<file path="src/axis_angle_rotation_matrix_defines.svh">
// assertion macros shared by the rotation matrix block
`ifndef AXIS_ANGLE_ROTATION_MATRIX_DEFINES_SVH
`define AXIS_ANGLE_ROTATION_MATRIX_DEFINES_SVH

// same-cycle implication, checked out of reset
`define AARM_ASSERT(lbl, ante, cons) \
    lbl: assert property (@(posedge i_clk) disable iff (!i_rst_n) (ante) |-> (cons)) \
        else $error("aarm assertion failed");

// next-cycle implication, checked out of reset
`define AARM_ASSERT_NEXT(lbl, ante, cons) \
    lbl: assert property (@(posedge i_clk) disable iff (!i_rst_n) (ante) |=> (cons)) \
        else $error("aarm assertion failed");

`endif

</file>
<file path="src/aarm_pkg.sv">
// types, constants and helper functions of the rotation matrix block
`timescale 1ns / 1ps
package aarm_pkg;

    localparam int DEF_CORDIC_STAGES = 16;
    localparam int RED_W = 32;
    localparam int ANG_W = 35;
    localparam int CW = 33;
    localparam int MID_DEPTH = 4;
    localparam int OUT_DEPTH = 32;
    localparam int SUM_W = 53;

    localparam logic signed [ANG_W-1:0] PI_Q30 = 35'sd3373259426;
    localparam logic signed [ANG_W-1:0] NEG_PI_Q30 = -35'sd3373259426;
    localparam logic signed [ANG_W-1:0] TWO_PI_Q30 = 35'sd6746518853;
    localparam logic signed [ANG_W-1:0] HALF_PI_Q30 = 35'sd1686629713;
    localparam logic signed [ANG_W-1:0] NEG_HALF_PI_Q30 = -35'sd1686629713;
    localparam logic signed [CW-1:0] GAIN_Q30 = 33'sd652032874;

    typedef struct packed {
        logic signed [RED_W-1:0] angle;
        logic flip;
        logic signed [15:0] ax;
        logic signed [15:0] ay;
        logic signed [15:0] az;
    } t_item;

    typedef struct packed {
        logic signed [17:0] m00;
        logic signed [17:0] m01;
        logic signed [17:0] m02;
        logic signed [17:0] m10;
        logic signed [17:0] m11;
        logic signed [17:0] m12;
        logic signed [17:0] m20;
        logic signed [17:0] m21;
        logic signed [17:0] m22;
    } t_matrix;

    // atan(2^-i) in Q30, truncated
    function automatic logic signed [CW-1:0] atan_q30(input int i);
        logic signed [CW-1:0] v;
        unique case (i)
            0: v = 33'sd843314856;
            1: v = 33'sd497837829;
            2: v = 33'sd263043836;
            3: v = 33'sd133525158;
            4: v = 33'sd67021686;
            5: v = 33'sd33543515;
            6: v = 33'sd16775850;
            7: v = 33'sd8388437;
            8: v = 33'sd4194282;
            9: v = 33'sd2097149;
            10: v = 33'sd1048575;
            11: v = 33'sd524287;
            12: v = 33'sd262143;
            13: v = 33'sd131071;
            14: v = 33'sd65535;
            15: v = 33'sd32767;
            16: v = 33'sd16383;
            17: v = 33'sd8191;
            18: v = 33'sd4095;
            19: v = 33'sd2047;
            20: v = 33'sd1023;
            21: v = 33'sd511;
            22: v = 33'sd255;
            23: v = 33'sd127;
            default: v = '0;
        endcase
        return v;
    endfunction

    // round half up from Q44 to Q14, then saturate to 18 bits
    function automatic logic signed [17:0] round_sat(input logic signed [SUM_W-1:0] e);
        logic signed [SUM_W-1:0] r;
        r = (e + SUM_W'(64'sd536870912)) >>> 30;
        if (r > SUM_W'(64'sd131071)) begin
            return 18'sd131071;
        end else if (r < -SUM_W'(64'sd131072)) begin
            return -18'sd131072;
        end
        return r[17:0];
    endfunction

endpackage

</file>
<file path="src/aarm_front.sv">
// front end: angle reduction to the principal range and quadrant fold
`timescale 1ns / 1ps
module aarm_front (
    input  logic               i_push,
    input  logic               i_full,
    input  logic signed [15:0] i_angle,
    input  logic signed [15:0] i_axis_x,
    input  logic signed [15:0] i_axis_y,
    input  logic signed [15:0] i_axis_z,
    output logic               o_push,
    output aarm_pkg::t_item    o_item
);
    import aarm_pkg::*;

    logic signed [ANG_W-1:0] a0, a1, a2;
    logic flip;

    always_comb begin
        a0 = {{2{i_angle[15]}}, i_angle, 17'b0};
        if (a0 > PI_Q30) begin
            a1 = a0 - TWO_PI_Q30;
        end else if (a0 < NEG_PI_Q30) begin
            a1 = a0 + TWO_PI_Q30;
        end else begin
            a1 = a0;
        end
        flip = 1'b0;
        if (a1 > HALF_PI_Q30) begin
            a2 = a1 - PI_Q30;
            flip = 1'b1;
        end else if (a1 < NEG_HALF_PI_Q30) begin
            a2 = a1 + PI_Q30;
            flip = 1'b1;
        end else begin
            a2 = a1;
        end
    end

    assign o_push = i_push && !i_full;
    assign o_item.angle = a2[RED_W-1:0];
    assign o_item.flip = flip;
    assign o_item.ax = i_axis_x;
    assign o_item.ay = i_axis_y;
    assign o_item.az = i_axis_z;
endmodule

</file>
<file path="config.mk">
export PLATFORM = sky130hd
export DESIGN_NAME = aarm_front
export DESIGN_NICKNAME = d
export VERILOG_FILES = /design/src/axis_angle_rotation_matrix_defines.svh /design/src/aarm_pkg.sv /design/src/aarm_front.sv
export SDC_FILE = /design/constraint.sdc
export NUM_CORES = 1
export LEC_CHECK = 0
export BUFFER_PORTS_ARGS = -buffer_cell sky130_fd_sc_hd__buf_4
export CORE_ASPECT_RATIO = 0.6
export CORE_MARGIN = 4
export CORE_UTILIZATION = 48
export DETAILED_ROUTE_END_ITERATION = 16
export PLACE_DENSITY = 0.9
export RECOVER_POWER = 25
export REMOVE_ABC_BUFFERS = 1
export SLEW_MARGIN = 25
export SYNTH_ARGS = -nofsm -noshare
export SYNTH_HDL_FRONTEND = slang
export SYNTH_SLANG_ARGS = --single-unit
</file>
<file path="constraint.sdc">
create_clock -name vclk -period 9.2
set_clock_uncertainty 0.15 [all_clocks]
set_input_delay 0.46 -clock vclk [all_inputs]
set_output_delay 0.46 -clock vclk [all_outputs]
set_load 0.02 [all_outputs]
</file>
## Yosys cells after proc, flatten, opt, wreduce, memory -nomap -nowiden

Index checks and enable logic that the tools add are counted.

| word-level totals | value |
|---|---|
| output and inout port bits | 82 |
| word-level logic and storage cells | 16 |
| register bits | 0 |

| cells by class | value |
|---|---|
| add/subtract/negate cells | 4 |
| reduce and logical (&&, ||, !) cells | 2 |
| $lt $le $gt $ge | 4 |
| muxes and demuxes | 6 |

Operators with widths:

| operator | count |
|---|---|
| $mux W35 | 2 |
| $mux W32 | 2 |
| $add A33 B34 Y35 const B | 1 |
| $gt A35 B32 Y1 const B | 1 |
| $lt A35 B32 Y1 const B | 1 |
| $sub A33 B34 Y35 const B | 1 |
| $gt A33 B33 Y1 const B | 1 |
| $lt A33 B33 Y1 const B | 1 |
| $add A32 B31 Y32 const B | 1 |
| $sub A32 B31 Y32 const B | 1 |
| $mux W1 | 2 |
| $logic_and A1 B1 Y1 | 1 |
| $logic_not A1 Y1 | 1 |

## Depth between registers and ports, before layout

Gate-level depths: netlist of run 1.

| logic depth | value |
|---|---|
| depth after elaboration | 6 |
| gate-level depth with buffers | 21 |

## Worst setup path before layout of run 1

Ideal clock, no wire load.

| path | value |
|---|---|
| kind | input-to-output |
| start | in i_angle[0] |
| end | out o_item[56] in the netlist's numbering |
| data arrival time | 4.322 ns |
| data required time | 8.590 ns |
| stages on the path | 21 |
| slack | 4.268 ns |
| cells stage by stage | inv_1 -> ha_1 -> nand2b_1 -> a41o_1 -> a31oi_1 -> nor2_1 -> o31a_1 -> ha_1 -> buf_2 -> inv_1 -> a32o_1 -> a311o_1 -> nand3_1 -> a32oi_1 -> o211ai_1 -> a211oi_4 -> nor2_2 -> buf_6 -> a21oi_1 -> nor2_1 -> buf_4 |

RTL lines:

| what | RTL line | source |
|---|---|---|
| start: declaration | aarm_front.sv:6 | `input logic signed [15:0] i_angle,` |
| end: declaration | aarm_front.sv:11 | `output aarm_pkg::t_item o_item` |

==> key figures, run 1 <==
Placement
  – DP Area: 2131 um^2
  – HPWL after detailed placement: 6.773 mm
  – Port Buf Inserts: 52
  – Gpl congestion: 1.047

CTS
  – Hold-fix buffer count after cts: 0
  – Setup bufs post-CTS: 0
  – Post_cts resized: 0

Pwr
  – PwrDens: roughly 110 nW/um^2
  – P_leak: 0.8316 nW
  – Comb pwr share: between 90% and 100%
  – P_sw: 142.8 uW
  – VDD IR-drop max: about 0.000034 V
  – Switching Fraction: 60.26%
  – Sequential Power Share: 0%
  – Pint: between 90 and 100 uW
  – Clk pwr share: 0%

Finish
  – Multi-input logic area: 1629 um^2
  – # diodes: 0
  – Share of layout cells above drive strength 1: 24.57%
  – Area Overhead vs Synth: -3.403%
  – Seq_cells: 0
  – Commonest non-fill, non-tap cells in the layout: buf_4, nor2_1, nand2_1, xnor2_1, a21oi_1
  – Clock Buffer Count: 0
  – Register Area: 0 um^2
  – # fillers: 422
  – Nets@finish: roughly 370
  – Post-route cell area: around 2100 um^2
  – Most common cell after layout, fill and taps aside: buf_4

Critical path
  – Critical path endpoint category: primary output
  – Startpoint Class: input pin
  – WS Path Type: in2out
  – Crit path max fanout: 29
  – Worst path required time: 8.59 ns
  – WP data arrival: around 5.8 ns

Run status
  – Status: finished, final reports clean

STA
  – Final Setup Violations: 0
  – Fin. Hold Viols: 0
  – Final min period: ~6.4 ns
  – Final Max Slew Viols: 0
  – Worst-Margin Slew: 0.8597 ns
  – Fmax achieved: 155.2 MHz
  – Worst slew margin: roughly 43%
  – Crit share post-route: between 70% and 80%
  – Post-Route Setup TNS: 0 ns
  – RSZ-0062 raised after global routing: false

Synth
  – Avg Inst Size Synth: between 6 and 7 um^2
  – Cells after Synth: about 320
  – Register area share after synthesis: 0%
  – Post-synthesis instance area: 2206 um^2
  – Synth warnings: 0
  – Top-area cell type share of the netlist area: 20.08%
  – Cell taking the most area after synthesis: buf_4
  – Synth top area cells: buf_4, xnor2_1, nor2_1, nand2_1, ha_1
  – Distinct cell type count after synthesis: 72

Drt
  – DR vias: between 2,000 and 2,500
  – Drc violations: 0
  – Total Wirelength: between 8 and 9 mm
  – Final antenna-violating net count: 0
  – Vias/cell: 6.714
  – TritonRoute pass-1 iters: 5
  – Initial DRC Count: between 150 and 200
  – DR WL/cell: 24.01 um

Floorplanning
  – Core area: between 4000 and 5000 um^2
  – Die footprint: 5780 um^2
  – Std cell rows: 18
  – Initial core utilization: 51.82%
  – IO Pins: 148
  – Die width: 95.52 um
  – DIE HEIGHT: 60.51 um

Global route
  – Initial antenna violation count: 0
  – Largest net degree at the start of global routing: 30
  – Vias in the first global route: 2,027
  – First-pass GRT wire length: 12.37 mm
  – Congestion Overflow GR: 0
  – Total GRT Usage: 28.52%

Flow run
  – Max cap viols: 0

Worst hold path
  – HP Class: in2out
[stage by stage]
stage / total power [mW] / util, % / hold slack, ns / instances / setup slack [ns]
floorplan: 0.1472 / - / 0.7700 / 241 / 3.322
global placement: 0.2317 / 50.06 / 0.7702 / 353 / 3.148
detailed placement: 0.2345 / 50.06 / 0.7702 / 353 / 2.917
CTS: 0.2352 / 50.06 / 0.7702 / 353 / 2.896
global route: 0.2525 / 50.06 / 0.7701 / 353 / 2.443
finish: 0.2370 / 50.06 / 0.7701 / 353 / 2.758
[cell families (layout without fill, tap and decap cells)]
kind of cell	after synthesis	count (layout)	share of synthesized area, %
simple gates	111	111	26.38
buf+inv	85	61	26.15
compound gates	84	84	28.93
xor+xnor	23	23	10.32
mux	8	8	4.821
fa+ha+maj	6	6	3.403
[power groups by stage]
stage	Combinational [mW]	Clock [mW]	Sequential, mW
final	0.237	0	0
after CTS	0.235	0	0
after floorplan	0.147	0	0
after global placement	0.232	0	0
after global routing	0.253	0	0
after detailed placement	0.234	0	0
[final cells by class]
cell class	count	area share (%)
multi-input cells	232	76.45
repair buffers	52	18.32
well taps	60	3.523
inverters	9	1.703
[worst max-delay path, stage by stage]
cell and delay (ns):
buf_4 0.14, inv_1 0.11, ha_1 0.28, nand2b_1 0.13, a41o_1 0.26, a31oi_1 0.18
nor2_1 0.06, o31a_1 0.24, ha_1 0.85, inv_1 0.49, a32o_1 0.41, a311o_1 0.34
nand3_1 0.14, a32oi_1 0.09, o211ai_1 0.27, a211oi_4 0.14, nor2_2 0.61, a22oi_1 0.19
xnor2_1 0.24, buf_4 0.18
[routing by layer]
metal	wire (um)	global-route usage [%]
met1	3881	41.41
met3	1765	20.57
met5	0	8.333
met4	11	0.4049
met2	2817	33.83
[worst paths after layout]
path,to,cells past startpoint,slack (ns),start
min,o_item[6],0,0.77,i_axis_z[6]
max,o_item[76],20,2.76,i_angle[0]
[synthesized netlist by cell type, types with 3 or more instances]
library cell  number
clkbuf_1           4
o21ai_1            4
buf_2              9
or3_1              6
buf_6              3
buf_4             59
xor2_1             5
a31oi_1            4
ha_1               6
nor3b_1            3
nand3_1            9
and3_1             3
o211ai_1           6
nor2_1            29
mux2i_1            5
o21bai_1           4
inv_1              7
a21oi_1           11
nor2b_1            7
a211oi_1           4
nand2_1           27
o21a_1             5
o21ai_0            8
nand4_1            3
xnor2_1           16
nor3_1             7
a22oi_1            7
(Power assumes the default switching activity.)
==> inputs of run 2 (changes only) <==
--- a/config.mk
+++ b/config.mk
@@ -5,12 +5,13 @@
 export SDC_FILE = /design/constraint.sdc
 export NUM_CORES = 1
 export LEC_CHECK = 0
+export ABC_AREA = 1
 export BUFFER_PORTS_ARGS = -buffer_cell sky130_fd_sc_hd__buf_4
 export CORE_ASPECT_RATIO = 0.6
 export CORE_MARGIN = 4
 export CORE_UTILIZATION = 48
 export DETAILED_ROUTE_END_ITERATION = 16
-export PLACE_DENSITY = 0.9
+export PLACE_DENSITY = 0.86
 export RECOVER_POWER = 25
 export REMOVE_ABC_BUFFERS = 1
 export SLEW_MARGIN = 25
==> constraint.sdc (replaced) <==
create_clock -name vclk -period 6.7
set_clock_uncertainty 0.15 [all_clocks]
set_input_delay 0.335 -clock vclk [all_inputs]
set_output_delay 0.335 -clock vclk [all_outputs]
set_load 0.02 [all_outputs]
==> key figures, run 2 <==
Run status
  – Status: finished, final reports clean

Synth
  – Post-synthesis instance area: 2661 um^2
  – Register area share after synthesis: 0%
  – Synth top area cells: nand2_1, buf_4, nand3_1, nor2_1, inv_1
  – Distinct cell type count after synthesis: 37
  – Synth warnings: 0
  – Cells after Synth: 514
  – Cell taking the most area after synthesis: nand2_1
  – Top-area cell type share of the netlist area: 27.22%
  – Avg Inst Size Synth: 5.178 um^2
  – Synth cell count leaders: nand2_1, buf_4, nand3_1
  – Top-count cell post-synth: nand2_1

Finish
  – Clock Buffer Count: 0
  – # diodes: 0
  – # fillers: 554
  – Multi-input logic area: 1942 um^2
  – Most common cell after layout, fill and taps aside: nand2_1
  – Share of layout cells above drive strength 1: 21.49%
  – Commonest non-fill, non-tap cells in the layout: nand2_1, nand3_1, buf_4, nor2_1, inv_1
  – Nets@finish: roughly 570
  – Register Area: 0 um^2
  – Final core utilization: 50.24%
  – Area Overhead vs Synth: -1.739%
  – Seq_cells: 0

STA
  – Post-Route Setup TNS: 0 ns
  – Fmax achieved: roughly 210 MHz
  – Final Setup Violations: 0
  – WHS: 0.5202 ns
  – Final min period: 4.682 ns
  – Worst-Margin Slew: 0.5628 ns
  – Worst slew margin: between 60 and 70%
  – Final Max Slew Viols: 0
  – Fin. Hold Viols: 0
  – RSZ-0062 raised after global routing: false
  – Crit share post-route: 69.87%

Critical path
  – Crit-path max cell delay: just over 0.6 ns
  – Slowest stage cell, crit path: ha_1
  – Startpoint Class: input pin
  – Crit path max fanout: 18
  – WP data arrival: between 4 and 5 ns
  – Most used cell along the critical path: nand2_1
  – Worst path required time: 6.21 ns
  – WS Path Type: in2out
  – Crit-path cells: buf_4 -> inv_1 -> ha_1 -> a21oi_1 -> a31oi_1 -> nor3_1 -> o21ai_0 -> a31oi_1 -> ha_1 -> inv_1 -> a21oi_1 -> nand2_1 -> nand2_1 -> nand2_1 -> nand2_2 -> nor2_1 -> nand3_1 -> nor2_4 -> nor3_4 -> nand2_1 -> nand2_1 -> buf_4
  – Critical path endpoint category: primary output

Placement
  – Gpl congestion: 0.9878
  – Port Buf Inserts: 52
  – HPWL after detailed placement: 8.235 mm

Drt
  – TritonRoute pass-1 iters: 5
  – Initial DRC Count: around 350
  – Drc violations: 0
  – DR vias: between 3,000 and 4,000
  – Vias/cell: roughly 5.8
  – DR WL/cell: 18.10 um
  – Final antenna-violating net count: 0
  – Total Wirelength: 10.21 mm

Global route
  – First-pass GRT wire length: ~16 mm
  – Congestion Overflow GR: 0
  – Initial antenna violation count: 0
  – Vias in the first global route: ~2,800
  – Total GRT Usage: 28.75%
  – Largest net degree at the start of global routing: 19

Flow run
  – Max cap viols: 0

Floorplanning
  – Core area: roughly 5200 um^2
  – Initial core utilization: 51.13%
  – Die footprint: 6839 um^2
  – IO Pins: about 150
  – Std cell rows: 20
  – Die width: 104.1 um
  – DIE HEIGHT: 65.68 um

Worst hold path
  – HP Class: in2out

Pwr
  – VDD IR-drop max: ~0.00009 V
  – PwrDens: 136.8 nW/um^2
  – P_leak: between 1.5 and 2 nW

CTS
  – Hold-fix buffer count after cts: 0
  – Setup bufs post-CTS: 0
  – Post_cts resized: 0
## run 2: changes by cell type in the layout (fill, tap and decap cells not counted), sizes merged, moves of 7 or more
cell and delta:
nand4 +10, xnor2 -14, inv +40, mux2i -7, a22oi -7, nor2 +16, nand2 +193, nor2b -7
nand3 +52
## run 2: worst paths after layout
check	startpoint	depth (start not counted)	endpoint
setup / recovery	i_angle[0]	22	o_item[56]
hold / removal	i_axis_z[12]	0	o_item[12]
## run 2: worst max-delay path, delay by kind of cell
family	cells	cell delay, ns
and+or+nand+nor	11	1.58
adders and majority gates	2	0.84
buffers and inverters	4	0.71
AOI/OAI and AO/OA	5	0.71
## run 2: layer usage
metal	vias up	GRT usage [%]	part of all wire, %
li1	1542	-	-
met1	1449	37.98	45
met2	245	37.78	36
met3	12	19.63	18
met4	4	1.327	0.70
met5	-	19.05	1.1
## run 2: cells by family after synthesis
logic type / after synthesis / share of synthesized area, %
AND/OR/NAND/NOR: 348 / 59.71
XOR/XNOR: 8 / 2.633
buffers and inverters: 120 / 27.03
AO/OA/AOI/OAI: 32 / 7.804
adder cells (fa/ha/maj): 6 / 2.821
## run 2: final cells by class
cell class | instances | share of cell area [%]
tap | 66 | 3.158
timing repair buffer | 52 | 14.93
multi-input combinational | 394 | 74.26
inverter | 52 | 7.655
## run 2: metrics by stage
| stage | worst slack [ns] | total power [mW] | cells | instance area (um^2) |
|---|---|---|---|---|
| floorplan | 2.219 | 0.2351 | 446 | 2142 |
| global placement | 2.259 | 0.3485 | 564 | 2615 |
| detailed placement | 2.078 | 0.3530 | 564 | 2615 |
| CTS | 2.075 | 0.3547 | 564 | 2615 |
| global route | 1.504 | 0.3948 | 564 | 2615 |
| finish | 2.018 | 0.3579 | 564 | 2615 |
## run 2: where the power goes
part / internal [mW] / switching [mW]
combinational: 0.125 / 0.232
sequential: 0 / 0
clock: 0 / 0
==> inputs of run 3 (changes only) <==
==> constraint.sdc (replaced) <==
create_clock -name vclk -period 4.71
set_clock_uncertainty 0.15 [all_clocks]
set_input_delay 0.2355 -clock vclk [all_inputs]
set_output_delay 0.2355 -clock vclk [all_outputs]
set_load 0.02 [all_outputs]
==> key figures, run 3 (synthesized netlist as in run 2, its figures left out) <==
Floorplanning
  – Core area: 5205 um^2
  – Die width: 104.1 um
  – Die footprint: 6839 um^2
  – Initial core utilization: 51.13%
  – Std cell rows: 20
  – DIE HEIGHT: 65.68 um
  – IO Pins: 148

Global route
  – Congestion Overflow GR: 0
  – Vias in the first global route: 2,770
  – Total GRT Usage: 28.78%
  – First-pass GRT wire length: 15.80 mm
  – Initial antenna violation count: 0
  – Largest net degree at the start of global routing: 19

STA
  – Worst-Margin Slew: 0.6165 ns
  – Final Setup Violations: 0
  – Fmax achieved: 238.8 MHz
  – RSZ-0062 raised after global routing: false
  – Final Max Slew Viols: 0
  – Fin. Hold Viols: 0
  – Crit share post-route: between 80% and 90%
  – WHS: 0.3212 ns
  – Worst slew margin: 58.76%
  – Final min period: 4.188 ns
  – Post-Route Setup TNS: 0 ns

Critical path
  – WP data arrival: 3.80 ns
  – Crit-path cells: buf_4 -> inv_1 -> ha_1 -> a21oi_1 -> a31oi_1 -> nor3_1 -> o21ai_0 -> a31oi_1 -> ha_1 -> inv_1 -> nand2_1 -> nor3_1 -> nor2_1 -> nand3_1 -> nor2_4 -> nor3_4 -> nand2_1 -> nand2_1 -> buf_4
  – WP buf/inv: 4
  – Worst path required time: 4.32 ns
  – Slowest stage cell, crit path: nor3_4
  – Startpoint Class: input pin
  – WS Path Type: in2out
  – Crit-path max cell delay: 0.53 ns
  – Most used cell along the critical path: nand2_1
  – Critical path endpoint category: primary output
  – Top cell family by delay on the critical path: simple AND/OR/NAND/NOR gates
  – Crit path max fanout: 12

Placement
  – Gpl congestion: 0.9854
  – Port Buf Inserts: 52
  – Placed Cells incl. Taps: between 500 and 600
  – HPWL after detailed placement: approximately 8.3 mm
  – DP Area: 2623 um^2

CTS
  – Setup bufs post-CTS: 0
  – Post_cts resized: 0
  – Hold-fix buffer count after cts: 0

Drt
  – DR WL/cell: 17.99 um
  – DR vias: 3,238
  – Drc violations: 0
  – TritonRoute pass-1 iters: 6
  – Total Wirelength: just over 10 mm
  – Final antenna-violating net count: 0
  – Vias/cell: 5.731
  – Initial DRC Count: about 340

Pwr
  – PwrDens: between 150 and 200 nW/um^2
  – Final total power: 511.0 uW
  – P_leak: 1.514 nW
  – VDD IR-drop max: 0.0001177 V

Finish
  – Seq_cells: 0
  – Clock Buffer Count: 0
  – Most common cell after layout, fill and taps aside: nand2_1
  – Nets@finish: about 570
  – Post-Layout Cell Count: 565
  – Area Overhead vs Synth: -1.457%
  – Share of layout cells above drive strength 1: 21.64%
  – # diodes: 0
  – Commonest non-fill, non-tap cells in the layout: nand2_1, nand3_1, buf_4, nor2_1, inv_1
  – Post-route cell area: 2623 um^2
  – Register Area: 0 um^2

Run status
  – Status: finished, final reports clean

Worst hold path
  – HP Class: in2out

Flow run
  – Max cap viols: 0
run 3: worst paths after layout:
check,start,end,slack (ns),cells after the start
max,i_angle[0],o_item[58],0.52,19
min,i_axis_z[0],o_item[0],0.32,0
run 3: routing by layer:
layer	GRT usage (%)	share of wire, %	vias up
li1	-	-	1538
met1	37.71	43	1426
met2	36.33	35	254
met3	21.30	20	16
met4	1.824	0.89	4
met5	22.22	1.2	-
run 3: power breakdown:
part | internal [mW] | switching [mW] | total, mW
clock network | 0 | 0 | 0
registers | 0 | 0 | 0
logic | 0.179 | 0.332 | 0.511
total | 0.179 | 0.332 | 0.511
run 3: layout make-up:
| class | count | area, um^2 |
|---|---|---|
| Tap cell | 66 | 82.58 |
| Timing Repair Buffer | 53 | 397.9 |
| Inverter | 52 | 200.2 |
| Multi-Input combinational cell | 394 | 1942 |
| Fill cell | 549 | 2582 |
run 3: per-stage QoR:
step	utilization (%)	setup slack, ns
final	50.38	0.5215
after CTS	50.38	0.6110
after global placement	50.38	0.7681
after detailed placement	50.38	0.6314
after floorplan	-	0.4285
after global routing	50.38	0.1393
