<file path="src/axis_angle_rotation_matrix_defines.svh">
// assertion macros shared by the rotation matrix block
`ifndef AXIS_ANGLE_ROTATION_MATRIX_DEFINES_SVH
`define AXIS_ANGLE_ROTATION_MATRIX_DEFINES_SVH

// same-cycle implication, checked out of reset
`define AARM_ASSERT(lbl, ante, cons) \
    lbl: assert property (@(posedge i_clk) disable iff (!i_rst_n) (ante) |-> (cons)) \
        else $error("aarm assertion failed");

// next-cycle implication, checked out of reset
`define AARM_ASSERT_NEXT(lbl, ante, cons) \
    lbl: assert property (@(posedge i_clk) disable iff (!i_rst_n) (ante) |=> (cons)) \
        else $error("aarm assertion failed");

`endif

</file>
<file path="src/aarm_fifo.sv">
// small register queue with combinational head read
`timescale 1ns / 1ps
module aarm_fifo #(
    parameter int WIDTH = 8,
    parameter int DEPTH = 4
) (
    input  logic             i_clk,
    input  logic             i_rst_n,
    input  logic             i_push,
    input  logic [WIDTH-1:0] i_data,
    output logic             o_full,
    input  logic             i_pop,
    output logic [WIDTH-1:0] o_data,
    output logic             o_empty
);
    localparam int AW = $clog2(DEPTH);

    logic [WIDTH-1:0] r_mem [DEPTH];
    logic [AW-1:0] r_wr, n_wr, r_rd, n_rd;
    logic [AW:0] r_cnt, n_cnt;
    logic do_push, do_pop;

    assign o_full = (r_cnt == (AW+1)'(DEPTH));
    assign o_empty = (r_cnt == '0);
    assign o_data = r_mem[r_rd];
    assign do_push = i_push && !o_full;
    assign do_pop = i_pop && !o_empty;

    always_comb begin
        n_wr = do_push ? r_wr + 1'b1 : r_wr;
        n_rd = do_pop ? r_rd + 1'b1 : r_rd;
        n_cnt = r_cnt + (AW+1)'(do_push) - (AW+1)'(do_pop);
    end

    always_ff @(posedge i_clk) begin
        if (!i_rst_n) begin
            r_wr <= '0;
            r_rd <= '0;
            r_cnt <= '0;
        end else begin
            r_wr <= n_wr;
            r_rd <= n_rd;
            r_cnt <= n_cnt;
        end
    end

    always_ff @(posedge i_clk) begin
        if (do_push) begin
            r_mem[r_wr] <= i_data;
        end
    end
endmodule

</file>
<file path="config.mk">
export PLATFORM = sky130hd
export DESIGN_NAME = aarm_fifo
export DESIGN_NICKNAME = d
export VERILOG_FILES = /design/src/axis_angle_rotation_matrix_defines.svh /design/src/aarm_fifo.sv
export SDC_FILE = /design/constraint.sdc
export NUM_CORES = 1
export LEC_CHECK = 0
export BUFFER_PORTS_ARGS = -buffer_cell sky130_fd_sc_hd__buf_2
export CAP_MARGIN = 20
export CORE_MARGIN = 5
export CORE_UTILIZATION = 60
export CTS_BUF_LIST = sky130_fd_sc_hd__clkbuf_8
export DETAILED_ROUTE_END_ITERATION = 7
export GPL_TIMING_DRIVEN = 0
export PLACE_DENSITY_LB_ADDON = 0.2
export SETUP_SLACK_MARGIN = 0.2
export SYNTH_ARGS = -nofsm -noshare
export SYNTH_HDL_FRONTEND = slang
export SYNTH_SLANG_ARGS = --single-unit
</file>
<file path="constraint.sdc">
create_clock -name i_clk -period 4.45 [get_ports i_clk]
set_clock_uncertainty 0.05 [all_clocks]
set_input_delay 0.445 -clock i_clk [delete_from_list [all_inputs] [get_ports i_clk]]
set_output_delay 0.445 -clock i_clk [all_outputs]
set_load 0.01 [all_outputs]
</file>
## After elaboration in Yosys (flattened, before gate mapping)

Memories as Yosys holds them, arrays and structs flattened. A register that Yosys moved wholly into a read port is not among the register bits.
Index checks and enable logic that the tools add are counted.

| word-level totals | value |
|---|---|
| register bits after elaboration | 7 |
| RAM bits | 32 |
| input bits | 12 |
| output and inout port bits | 10 |
| word-level logic and storage cells | 18 |
| memories | 1 |

| cells by class | value |
|---|---|
| add/subtract/negate cells | 4 |
| eq/ne operators | 1 |
| multiplexer cells | 4 |
| reductions and logical operators | 5 |

Memory list:

| name | depth | width | read ports | clocked after memory_dff | wr ports | RTL line | source |
|---|---|---|---|---|---|---|---|
| r_mem | 4 | 8 | 1 | 1 | 1 | aarm_fifo.sv:18 | `logic [WIDTH-1:0] r_mem [DEPTH];` |

Operators with widths:

| cell | number |
|---|---|
| 2-bit by 1-bit adder with 2-bit output, second input constant | 2 |
| 2-bit two-way mux | 2 |
| 3-bit by 1-bit adder with 3-bit output | 1 |
| 3-bit == test, second input constant | 1 |
| 3-bit zero test | 1 |
| 3-bit by 1-bit subtractor with 3-bit output | 1 |
| 1-bit logical AND | 2 |
| 1-bit zero test | 2 |
| 1-bit two-way mux | 2 |

## Depth between registers and ports, before layout

Gate-level depths: netlist (run 1).

| depth | value |
|---|---|
| depth in word-level cells | 5 |
| mapped depth | 11 |
| depth with buffers taken out | 10 |

## Least setup slack after synthesis (run 1)

Ideal clock, no wire load.

| path | value |
|---|---|
| path type | reg-to-reg |
| start | register r_cnt[2] |
| end | register r_cnt[2] |
| library setup time | 0.115 ns |
| data arrival time | 2.010 ns |
| data required time | 4.285 ns |
| setup slack | 2.275 ns |
| stages on the path, launching flop included | 12 |
| buffers on the path | 1 |
| period minus slack after synthesis | 2.175 ns |
| path through | dfxtp_1 > nor3b_2 > nor2b_1 > buf_6 > inv_1 > ha_1 > inv_1 > ha_1 > fa_1 > xnor2_1 > xnor2_1 > and2_1 |

| on the way | value |
|---|---|
| word-level cells in the longest chain between the ends | 5 |
| elaborated cells on any way between the ends | 8 |
| classes of those cells | 2 x add/sub; 1 x eq/ne; 5 x reduce/logical |

Ends and longest elaborated chain:

| what | RTL line | source |
|---|---|---|
| from (decl) | aarm_fifo.sv:20 | `logic [AW:0] r_cnt, n_cnt;` |
| from (signal assigned) | aarm_fifo.sv:43 | `r_cnt <= n_cnt;` |
| 3-bit == test | aarm_fifo.sv:23 | `assign o_full = (r_cnt == (AW+1)'(DEPTH));` |
| net o_full | aarm_fifo.sv:11 | `output logic o_full,` |
| 1-bit zero test | aarm_fifo.sv:26 | `assign do_push = i_push && !o_full;` |
| 1-bit logical AND | aarm_fifo.sv:26 |  |
| 3-bit by 1-bit adder with 3-bit output | aarm_fifo.sv:32 | `n_cnt = r_cnt + (AW+1)'(do_push) - (AW+1)'(do_pop);` |
| 3-bit by 1-bit subtractor with 3-bit output | aarm_fifo.sv:32 |  |

The timed path passes the listed nets, and every way through them passes these cells.
A chain may end at the register's enable or synchronous reset.

## Worst setup path after layout (run 1)

| path | value |
|---|---|
| start | register r_cnt[2] |
| end | register r_cnt[2] |

| on the way | value |
|---|---|
| word-level cells in the longest chain between the ends | 5 |
| elaborated cells on any way between the ends | 8 |
| classes of those cells | 2 x add/sub; 1 x eq/ne; 5 x reduce/logical |

Ends and longest elaborated chain:

| what | RTL line |
|---|---|
| 3-bit == test | aarm_fifo.sv:23 |
| 1-bit zero test | aarm_fifo.sv:26 |
| 1-bit logical AND | aarm_fifo.sv:26 |
| 3-bit by 1-bit adder with 3-bit output | aarm_fifo.sv:32 |
| 3-bit by 1-bit subtractor with 3-bit output * | aarm_fifo.sv:32 |

Every way passes the cells marked *; elsewhere a longest branch is shown, timed or not.

==> results of run 1 <==
per-stage QoR:
| stage | instances | worst slack [ps] | power [mW] | utilization |
|---|---|---|---|---|
| finish | 152 | 2150 | 0.979 | 0.694 |
| global placement | 144 | 2190 | 0.751 | 0.663 |
| detailed placement | 144 | 2090 | 0.772 | 0.663 |
| global route | 152 | 2050 | 1.04 | 0.694 |
| floorplan | 93 | 2270 | 0.682 | - |
| CTS | 152 | 2120 | 0.991 | 0.694 |
metal layers:
metal / track usage / routed length, um / up-vias
met5: 0 / 0 / -
met4: 0.0716 / 48 / 0
met3: 0.0378 / 111 / 5
met2: 0.253 / 1350 / 16
met1: 0.156 / 964 / 391
li1: - / - / 396
logic make-up (layout without fill, tap and decap cells):
family | count (synthesis) | in the layout | synth area share
compound gates | 4 | 4 | 0.0137
xor+xnor | 2 | 2 | 0.0107
fa+ha+maj | 7 | 7 | 0.0579
buf+inv | 10 | 38 | 0.0282
flops | 41 | 41 | 0.695
mux | 10 | 10 | 0.122
simple gates | 19 | 19 | 0.0724
layout make-up:
cell class	instances	area share
Clock buffer	5	0.0369
Sequential cell	41	0.612
Tap cell	31	0.0208
Timing Repair Buffer	20	0.0537
Multi-Input combinational cell	42	0.244
Buffer	4	0.0128
Clock inverter	3	0.00739
Inverter	6	0.0121
synth_stat cells (all sizes together):
cell | n | share of area
nand4bb | 1 | 0.0069
o21ai | 3 | 0.0091
buf | 2 | 0.0099
nand2 | 6 | 0.014
ha | 6 | 0.046
nor2b | 2 | 0.0076
mux2i | 2 | 0.012
dfxtp | 9 | 0.11
edfxtp | 32 | 0.59
inv | 6 | 0.014
mux4 | 8 | 0.11
nor3 | 1 | 0.0061
nor3b | 1 | 0.0076
and2 | 7 | 0.027
or3 | 1 | 0.0038
fa | 1 | 0.012
xnor2 | 2 | 0.011
a21boi | 1 | 0.0046
clkbuf | 2 | 0.0046
state kept, by name, summed over array words and instances, names as in the netlist, named ones only:
register	cells
r_cnt	3
r_rd	2
r_wr	2
r_mem	32
critical path, stage by stage (launching register included):
cell and delay, ps:
sky130_fd_sc_hd__dfxtp_1 340, sky130_fd_sc_hd__nor3b_2 170, sky130_fd_sc_hd__nor2b_1 150, sky130_fd_sc_hd__buf_6 140
sky130_fd_sc_hd__inv_1 40, sky130_fd_sc_hd__ha_1 270, sky130_fd_sc_hd__inv_1 40, sky130_fd_sc_hd__ha_1 190
sky130_fd_sc_hd__fa_1 390, sky130_fd_sc_hd__xnor2_1 150, sky130_fd_sc_hd__xnor2_1 120, sky130_fd_sc_hd__and2_1 150
cell usage in the layout (no fill, tap or decap):
master	Yosys	final
sky130_fd_sc_hd__edfxtp_1	32	32
sky130_fd_sc_hd__buf_2	1	21
sky130_fd_sc_hd__dfxtp_1	9	9
sky130_fd_sc_hd__mux4_2	8	8
sky130_fd_sc_hd__inv_1	6	7
sky130_fd_sc_hd__and2_1	7	7
sky130_fd_sc_hd__nand2_1	6	6
sky130_fd_sc_hd__ha_1	6	6
sky130_fd_sc_hd__clkbuf_8	0	5
sky130_fd_sc_hd__o21ai_0	3	3
sky130_fd_sc_hd__nor2b_1	2	2
sky130_fd_sc_hd__clkbuf_1	2	2
sky130_fd_sc_hd__mux2i_1	2	2
sky130_fd_sc_hd__xnor2_1	2	2
sky130_fd_sc_hd__clkinv_2	0	2
sky130_fd_sc_hd__nor3_2	1	1
sky130_fd_sc_hd__nor3b_2	1	1
sky130_fd_sc_hd__buf_6	1	1
sky130_fd_sc_hd__nand4bb_1	1	1
sky130_fd_sc_hd__or3_1	1	1
sky130_fd_sc_hd__a21boi_1	1	1
sky130_fd_sc_hd__fa_1	1	1
worst max path at each step:
stage | startpoint | to | slack (ps) | cells after the start
4_1_cts | r_cnt[2] | r_cnt[2] | 2120 | 11
5_1_grt | r_cnt[2] | r_cnt[2] | 2050 | 11
3_3_place_gp | i_push | r_cnt[2] | 2190 | 11
6_report | r_cnt[2] | r_cnt[2] | 2150 | 11
3_5_place_dp | i_push | r_cnt[2] | 2090 | 11
2_1_floorplan | r_cnt[2] | r_cnt[2] | 2270 | 11
power groups by stage:
stage                     clock [mW]  combinational, mW  sequential (mW)
final                          0.223              0.263            0.493
after global routing           0.245              0.294            0.499
after CTS                      0.226              0.272            0.494
after detailed placement           0              0.271            0.502
after global placement             0              0.254            0.497
after floorplan                    0              0.188            0.494
==> Implementation_results.wiki, run 1 <==
{| class="wikitable"
! Metric !! Value
|-
| Hold Path End || r_mem[0][3]
|-
| Clock-pin slew reported for the worst setup and hold paths after clock tree synthesis || around 70 ps
|-
| Routed length per instance || between 15 and 20 um
|-
| Worst setup SP type || flop
|-
| Kind of critical path || reg -> reg
|-
| Power density normalized to cell area || approximately 530 nW/um^2
|-
| Gate count after technology mapping || 93
|-
| Number of buffers added on ports || 20
|-
| Final worst-path cycle share || 0.517
|-
| Critical path fanouts, max || 7
|-
| Clock buffer count from CTS || 5
|-
| Vias after detailed routing || between 800 and 900
|-
| Buffer type at the clock tree root || sky130_fd_sc_hd__clkbuf_8
|-
| Vertical die dimension || 62.3 um
|-
| H-tree levels || 2
|-
| CTS tree || yes
|-
| First-pass GRT wire length || around 4200 um
|-
| Cells resized by post-CTS repair || 0
|-
| Max-capacitance violation count || 0
|-
| Net load switching power || approximately 0.27 mW
|-
| Length of the first detailed-routing pass in iterations || 4
|-
| Violation count after the first detailed-route iteration || 23
|-
| Required time of the worst setup path || roughly 4600 ps
|-
| Starting density of the core || 0.611
|-
| Weighted congestion reported at the end of routability-driven placement || ~0.66
|-
| Antenna diodes || 0
|-
| Part of the total power dissipated in the clock network || 0.228
|-
| Fraction of power consumed by combinational cells || 0.269
|-
| Worst-case headroom to the max-slew limit || 0.675
|-
| Fraction of final layout cells with drive strength greater than 1 || 0.322
|-
| Total standard cell area after synthesis || 1640 um^2
|-
| Class of the most critical hold timing path || in -> reg
|-
| Data arrival, critical path || 2430 ps
|-
| Highest ir drop seen on vdd || ~0.55 mV
|-
| Register bit total from synthesis || 41
|-
| Final Max Tran Viols || 0
|-
| Average size of a mapped cell || around 18 um^2
|-
| Crit Reg-Reg Endpoint || r_cnt[2]
|-
| Width of the die || around 62 um
|-
| Worst reg2reg path depth || 11
|-
| Switching portion of total power || 0.279
|-
| Status || completed
|-
| Total congestion overflow || 0
|-
| Die ar. || 3880 um^2
|-
| Core region area || between 2000 and 3000 um^2
|-
| Detail-routed via count per cell || between 5 and 6
|-
| RSZ-0062 raised after global routing || no
|-
| Overall routing resource usage || 0.143
|-
| Register area share after synthesis || 0.695
|-
| Area of all placed cells without fillers || around 1900 um^2
|-
| Hold Path Cell Cnt || 1
|-
| Post-route ant nets || 0
|-
| Final setup vio count || 0
|-
| Design internal power || about 0.7 mW
|-
| Initial antenna violation count || 0
|-
| Storage element area || about 1100 um^2
|-
| Worst Tran Pin Value || about 500 ps
|-
| Total routed wirelength || between 2000 and 2500 um
|-
| Placement Cell Area || approximately 1800 um^2
|-
| Syn-to-layout area delta || 13.5%
|-
| Final Hold Vio Count || 0
|-
| Post-route DRC || 0
|-
| Row count || 19
|-
| Unique masters post-synth || 20
|-
| Number of primary I/O pins || 22
|-
| Proportion of power drawn by flip-flops and latches || 0.503
|-
| Maximum achievable frequency || 0.435 GHz
|-
| Count of synthesis-stage warnings from yosys || 0
|-
| Capturing element type of the critical path || flop
|-
| Multi-input gate area in the final layout || 454 um^2
|-
| Startpoint of the tightest hold check path || i_data[3]
|-
| Smallest hold slack || between 300 and 400 ps
|-
| Launch point of the worst reg-to-reg path || r_cnt[2]
|-
| Largest net degree at the start of global routing || 13
|-
| Detailed placement HPWL || around 1800 um
|-
| Worst reg-to-reg setup slack || between 2000 and 2500 ps
|-
| Summed negative setup slack over all endpoints || 0 ps
|-
| Reported leakage power || approximately 0.7 nW
|-
| Clock latency on the worst-skew pair || around 280 ps
|-
| Post-CTS Hold Buffers || 0
|-
| Total nets after synthesis || roughly 110
|-
| Net total in the final layout || 139
|-
| Total setup buffers inserted after CTS || 0
|-
| Via count of the first global-routing pass || roughly 870
|-
| Shortest clock period the worst path allows after layout || around 2300 ps
|-
| Fill cell count || around 190
|-
| CTS Sinks || 41
|-
| Max Root-Sink Buffers || 2
|}
Note: power is estimated with default switching activity, not from simulation.
==> run 2: changes to the inputs <==
CORE_UTILIZATION = 58   (was 60)
clock period = 2.2 ns   (was 4.45 ns; I/O delays follow)
==> run 2 against run 1 <==
Final cell count rose by 2.0%. Global-route usage up 0.74 points. Sequential share of layout area decreased by 2.4 points. Final area grew 4.7%. Maximum frequency increased by 7.1%. Sequential power up 110%. Critical path depth did not move. Register-to-register slack worse by 2100 ps. Worst setup slack lost 2100 ps. Utilization increased by 2.0 points. Critical path type unchanged. Critical endpoint unchanged. Largest cell class unchanged. Largest power group unchanged. Highest routed layer unchanged.
==> Implementation_results.wiki, run 2 (synthesis results as in run 1) <==
{| class="wikitable"
! Metric !! Value
|-
| Reported leakage power || 0.711 nW
|-
| Maximum achievable frequency || 0.465 GHz
|-
| Routed length per instance || 17.3 um
|-
| Total congestion overflow || 0
|-
| Data arrival, critical path || 2280 ps
|-
| Worst setup SP type || flop
|-
| Detail-routed via count per cell || approximately 5.4
|-
| Part of the total power dissipated in the clock network || 0.209
|-
| Antenna diodes || 0
|-
| Fraction of final layout cells with drive strength greater than 1 || 0.419
|-
| Worst Tran Pin Value || about 530 ps
|-
| Total routed wirelength || ~2700 um
|-
| Top library cells by usage in the layout, fill and taps aside || sky130_fd_sc_hd__edfxtp_1 (32), sky130_fd_sc_hd__buf_2 (21), sky130_fd_sc_hd__mux4_2 (8)
|-
| Capturing element type of the critical path || flop
|-
| Worst-case headroom to the max-slew limit || 0.650
|-
| Largest reg by FF count || r_mem
|-
| Final Max Tran Viols || 0
|-
| Setup slack of the critical path after layout || between 50 and 60 ps
|-
| Width of the die || between 60 and 70 um
|-
| Detailed placement HPWL || roughly 1800 um
|-
| Core region area || about 2700 um^2
|-
| Status || completed
|-
| Max Root-Sink Buffers || 2
|-
| Clock-pin slew reported for the worst setup and hold paths after clock tree synthesis || 70 ps
|-
| Buffer type at the clock tree root || sky130_fd_sc_hd__clkbuf_8
|-
| Required time of the worst setup path || between 2000 and 2500 ps
|-
| Number of flip-flops in the largest register || 32
|-
| Initial antenna violation count || 0
|-
| Via count of the first global-routing pass || roughly 900
|-
| RSZ-0062 raised after global routing || yes
|-
| Vias after detailed routing || about 840
|-
| Final setup vio count || 0
|-
| Largest net degree at the start of global routing || 12
|-
| Final Hold Vio Count || 0
|-
| Number of buffers added on ports || 20
|-
| Post-route DRC || 0
|-
| Class of the most critical hold timing path || in -> reg
|-
| Starting density of the core || 0.600
|-
| CTS tree || yes
|-
| Shortest clock period the worst path allows after layout || ~2100 ps
|-
| Overall routing resource usage || 0.150
|-
| Highest ir drop seen on vdd || between 0.7 and 0.8 mV
|-
| Largest registers in the final layout || r_mem x32, r_cnt x3
|-
| CTS Sinks || 41
|-
| Die ar. || ~4000 um^2
|-
| Critical path fanouts, max || 3
|-
| Fraction of power consumed by combinational cells || 0.306
|-
| Proportion of power drawn by flip-flops and latches || 0.484
|-
| Worst setup slack after placement || -20.0 ps
|-
| Most common cell after layout, fill and taps aside || sky130_fd_sc_hd__edfxtp_1
|-
| Length of the first detailed-routing pass in iterations || 4
|-
| Final worst-path cycle share || 0.977
|-
| H-tree levels || 2
|-
| Kind of critical path || reg -> reg
|-
| Design internal power || approximately 1.5 mW
|-
| Weighted congestion reported at the end of routability-driven placement || around 0.70
|-
| Switching portion of total power || 0.283
|-
| Number of primary I/O pins || 22
|-
| Row count || 19
|-
| Clock buffer count from CTS || 5
|-
| Syn-to-layout area delta || 18.8%
|-
| Net total in the final layout || 143
|-
| Smallest hold slack || 103 ps
|-
| Clock latency on the worst-skew pair || 280 ps
|-
| Net load switching power || roughly 0.59 mW
|-
| Vertical die dimension || ~63 um
|-
| First-pass GRT wire length || approximately 4500 um
|-
| Power density normalized to cell area || around 1100 nW/um^2
|-
| Violation count after the first detailed-route iteration || 14
|-
| Max-capacitance violation count || 0
|-
| Post-route ant nets || 0
|}
[run 2: power by group through the flow]
stage               combinational (mW)  sequential [mW]  clock [mW]
floorplan                        0.394             1.01           0
global placement                 0.531             1.02           0
detailed placement               0.543             1.03           0
CTS                              0.602             1.02       0.447
global route                     0.720             1.03       0.481
finish                           0.644             1.02       0.440
[run 2: worst max-delay path, stage by stage, from the launching register on]
cell                      delay, ps
sky130_fd_sc_hd__dfxtp_4        360
sky130_fd_sc_hd__nor3b_4        150
sky130_fd_sc_hd__nor2b_2        130
sky130_fd_sc_hd__buf_6          120
sky130_fd_sc_hd__inv_4           30
sky130_fd_sc_hd__ha_4           260
sky130_fd_sc_hd__inv_4           30
sky130_fd_sc_hd__ha_4           140
sky130_fd_sc_hd__fa_2           350
sky130_fd_sc_hd__xnor2_2        150
sky130_fd_sc_hd__xnor2_1        120
sky130_fd_sc_hd__and2_1         150
[run 2: layout make-up]
| cell class | count | area (um^2) |
|---|---|---|
| Buffer | 4 | 23.8 |
| Clock buffer | 5 | 68.8 |
| Clock inverter | 2 | 7.51 |
| Fill cell | 174 | 783 |
| Inverter | 6 | 27.5 |
| Multi-Input combinational cell | 42 | 507 |
| Sequential cell | 41 | 1150 |
| Tap cell | 31 | 38.8 |
| Timing Repair Buffer | 24 | 130 |
[run 2: final timing paths]
path / from / endpoint / slack [ps] / cells past startpoint
worst max-delay path: r_cnt[2] / r_cnt[2] / 50 / 11
worst min-delay path: i_data[2] / r_mem[0][2] / 100 / 1
worst max register to register: r_cnt[2] / r_cnt[2] / 50 / 11
worst min register to register: r_rd[1] / r_rd[1] / 450 / 2
[run 2: repair_timing]
item / CTS / global route
gates cloned: 0 / 0
pin swaps: 4 / 2
hold buffers: 0 / 0
endpoints found under the setup margin: 2 / 2
buffers inserted: 2 / 2
resized for setup: 8 / 3
[run 2: routing by layer]
metal  vias up  track usage  share of wire
met5         -            0              0
met4         0       0.0545          0.015
met3         6       0.0515          0.049
met2        16        0.271           0.55
met1       413        0.161           0.38
li1        404            -              -
[run 2: per-stage QoR]
| stage | instances | util | area [um^2] | total power, mW | setup TNS (ps) |
|---|---|---|---|---|---|
| 2_1_floorplan | 93 | - | 1660 | 1.41 | 0 |
| 3_3_place_gp | 144 | 0.658 | 1800 | 1.55 | 0 |
| 3_5_place_dp | 144 | 0.658 | 1800 | 1.57 | -20.0 |
| 4_1_cts | 153 | 0.705 | 1930 | 2.07 | 0 |
| 5_1_grt | 155 | 0.714 | 1950 | 2.23 | -25.1 |
| 6_report | 155 | 0.714 | 1950 | 2.10 | 0 |
==> run 3: changes to the inputs <==
clock period = 2.3 ns   (was 2.2 ns; I/O delays follow)
==> run 3 against run 2 <==
Non-clock buffer count stayed put. Via count is 0.12% lower. Sequential power is 5% lower. Sequential share of layout area is 0.23 points higher. Critical path type unchanged. Critical endpoint unchanged. Largest power group unchanged.
==> Implementation_results.wiki, run 3 (synthesis results as in run 1) <==
{| class="wikitable"
! Metric !! Value
|-
| Status || completed
|-
| Vias after detailed routing || between 800 and 900
|-
| Row count || 19
|-
| Violation count after the first detailed-route iteration || 20
|-
| Clock buffer count from CTS || 5
|-
| Number of flip-flops in the largest register || 32
|-
| CTS tree || yes
|-
| Routed length per instance || roughly 17 um
|-
| Top library cells by usage in the layout, fill and taps aside || sky130_fd_sc_hd__edfxtp_1 (32), sky130_fd_sc_hd__buf_2 (21), sky130_fd_sc_hd__mux4_2 (8), sky130_fd_sc_hd__and2_1 (7)
|-
| Detailed placement HPWL || 1790 um
|-
| Total routed wirelength || 2680 um
|-
| Via count of the first global-routing pass || between 900 and 1000
|-
| Final Max Tran Viols || 0
|-
| Highest ir drop seen on vdd || 0.704 mV
|-
| Width of the die || approximately 63 um
|-
| Net total in the final layout || 143
|-
| Kind of critical path || reg -> reg
|-
| Post-route ant nets || 0
|-
| Overall routing resource usage || 0.150
|-
| Final Hold Vio Count || 0
|-
| Starting density of the core || 0.600
|-
| Worst-case headroom to the max-slew limit || 0.652
|-
| Largest registers in the final layout || r_mem x32, r_cnt x3
|-
| Detail-routed via count per cell || 5.41
|-
| Buffer type at the clock tree root || sky130_fd_sc_hd__clkbuf_8
|-
| Largest reg by FF count || r_mem
|-
| Number of buffers added on ports || 20
|-
| Largest net degree at the start of global routing || 12
|-
| Data arrival, critical path || approximately 2300 ps
|-
| Class of the most critical hold timing path || in -> reg
|-
| Reported leakage power || ~0.71 nW
|-
| Antenna diodes || 0
|-
| Critical path fanouts, max || 3
|-
| First-pass GRT wire length || 4490 um
|-
| Shortest clock period the worst path allows after layout || around 2100 ps
|-
| Overall power consumption || ~2.0 mW
|-
| CTS Sinks || 41
|-
| Fraction of final layout cells with drive strength greater than 1 || 0.411
|-
| Die ar. || around 4000 um^2
|-
| Clock latency on the worst-skew pair || approximately 280 ps
|-
| Post-route DRC || 0
|-
| Capturing element type of the critical path || flop
|-
| Initial antenna violation count || 0
|-
| Required time of the worst setup path || around 2400 ps
|-
| Summed negative setup slack over all endpoints || 0 ps
|-
| Syn-to-layout area delta || 18.4%
|-
| Clock-pin slew reported for the worst setup and hold paths after clock tree synthesis || approximately 70 ps
|-
| Maximum achievable frequency || ~0.47 GHz
|-
| Final worst-path cycle share || 0.934
|-
| Total congestion overflow || 0
|-
| H-tree levels || 2
|-
| Vertical die dimension || 63.2 um
|-
| Power density normalized to cell area || between 1000 and 1500 nW/um^2
|-
| Weighted congestion reported at the end of routability-driven placement || roughly 0.70
|-
| Worst Tran Pin Value || between 500 and 600 ps
|-
| Worst reg-to-reg setup slack || approximately 150 ps
|-
| Max Root-Sink Buffers || 2
|-
| Core region area || 2730 um^2
|-
| Length of the first detailed-routing pass in iterations || 4
|-
| Worst setup SP type || flop
|-
| Post-CTS Hold Buffers || 0
|-
| Final setup vio count || 0
|-
| RSZ-0062 raised after global routing || yes
|-
| Most common cell after layout, fill and taps aside || sky130_fd_sc_hd__edfxtp_1
|-
| Number of primary I/O pins || 22
|-
| Max-capacitance violation count || 0
|}
[run 3: cell counts in the layout (fill, tap and decap cells not counted)]
Identical to the previous run, type by type.
[run 3: area by class of cell]
| class | count | area (um^2) |
|---|---|---|
| sequential | 41 | 1150 |
| clock buffer | 5 | 68.8 |
| tap | 31 | 38.8 |
| timing repair buffer | 24 | 130 |
| fill | 176 | 791 |
| inverter | 6 | 22.5 |
| multi-input combinational | 42 | 504 |
| buffer | 4 | 23.8 |
| clock inverter | 2 | 7.51 |
[run 3: stage by stage]
step                      std cells  instance area, um^2  setup slack (ps)   util  hold slack, ps
final                           155                 1940               152  0.711             114
after global routing            155                 1940              81.1  0.711             114
after CTS                       153                 1930               131  0.705             106
after detailed placement        144                 1800              80.0  0.658             404
after global placement          144                 1800               131  0.658             391
after floorplan                  93                 1660               173      -             279
[run 3: path summary, 6_finish.rpt]
check,cells past startpoint,startpoint,to
worst max-delay path,11,r_cnt[2],r_cnt[2]
worst min-delay path,1,i_data[2],r_mem[0][2]
worst max register to register,11,r_cnt[2],r_cnt[2]
worst min register to register,2,r_rd[1],r_rd[1]
[run 3: worst max-delay path, stage by stage, from the launching register on]
cell	delay, ps
sky130_fd_sc_hd__dfxtp_4	360
sky130_fd_sc_hd__nor3b_4	150
sky130_fd_sc_hd__nor2b_2	130
sky130_fd_sc_hd__buf_6	110
sky130_fd_sc_hd__inv_2	40
sky130_fd_sc_hd__ha_4	250
sky130_fd_sc_hd__inv_2	40
sky130_fd_sc_hd__ha_4	150
sky130_fd_sc_hd__fa_2	350
sky130_fd_sc_hd__xnor2_2	150
sky130_fd_sc_hd__xnor2_1	120
sky130_fd_sc_hd__and2_1	150
[run 3: metal layers]
layer / vias to the layer above / wire length [um] / GRT usage
met5: - / 0 / 0
met4: 0 / 41 / 0.0545
met3: 6 / 132 / 0.0515
met2: 16 / 1480 / 0.271
met1: 412 / 1030 / 0.161
li1: 404 / - / -
[run 3: what timing repair did]
item	in CTS	in global routing
pin swaps	4	2
gates resized for setup	8	0
setup buffers	2	2
hold endpoints to repair	0	0
setup endpoints to repair	1	1
[run 3: where the power goes]
part | switching (mW) | internal (mW)
combinational | 0.281 | 0.315
sequential | 0.0605 | 0.913
clock | 0.220 | 0.200
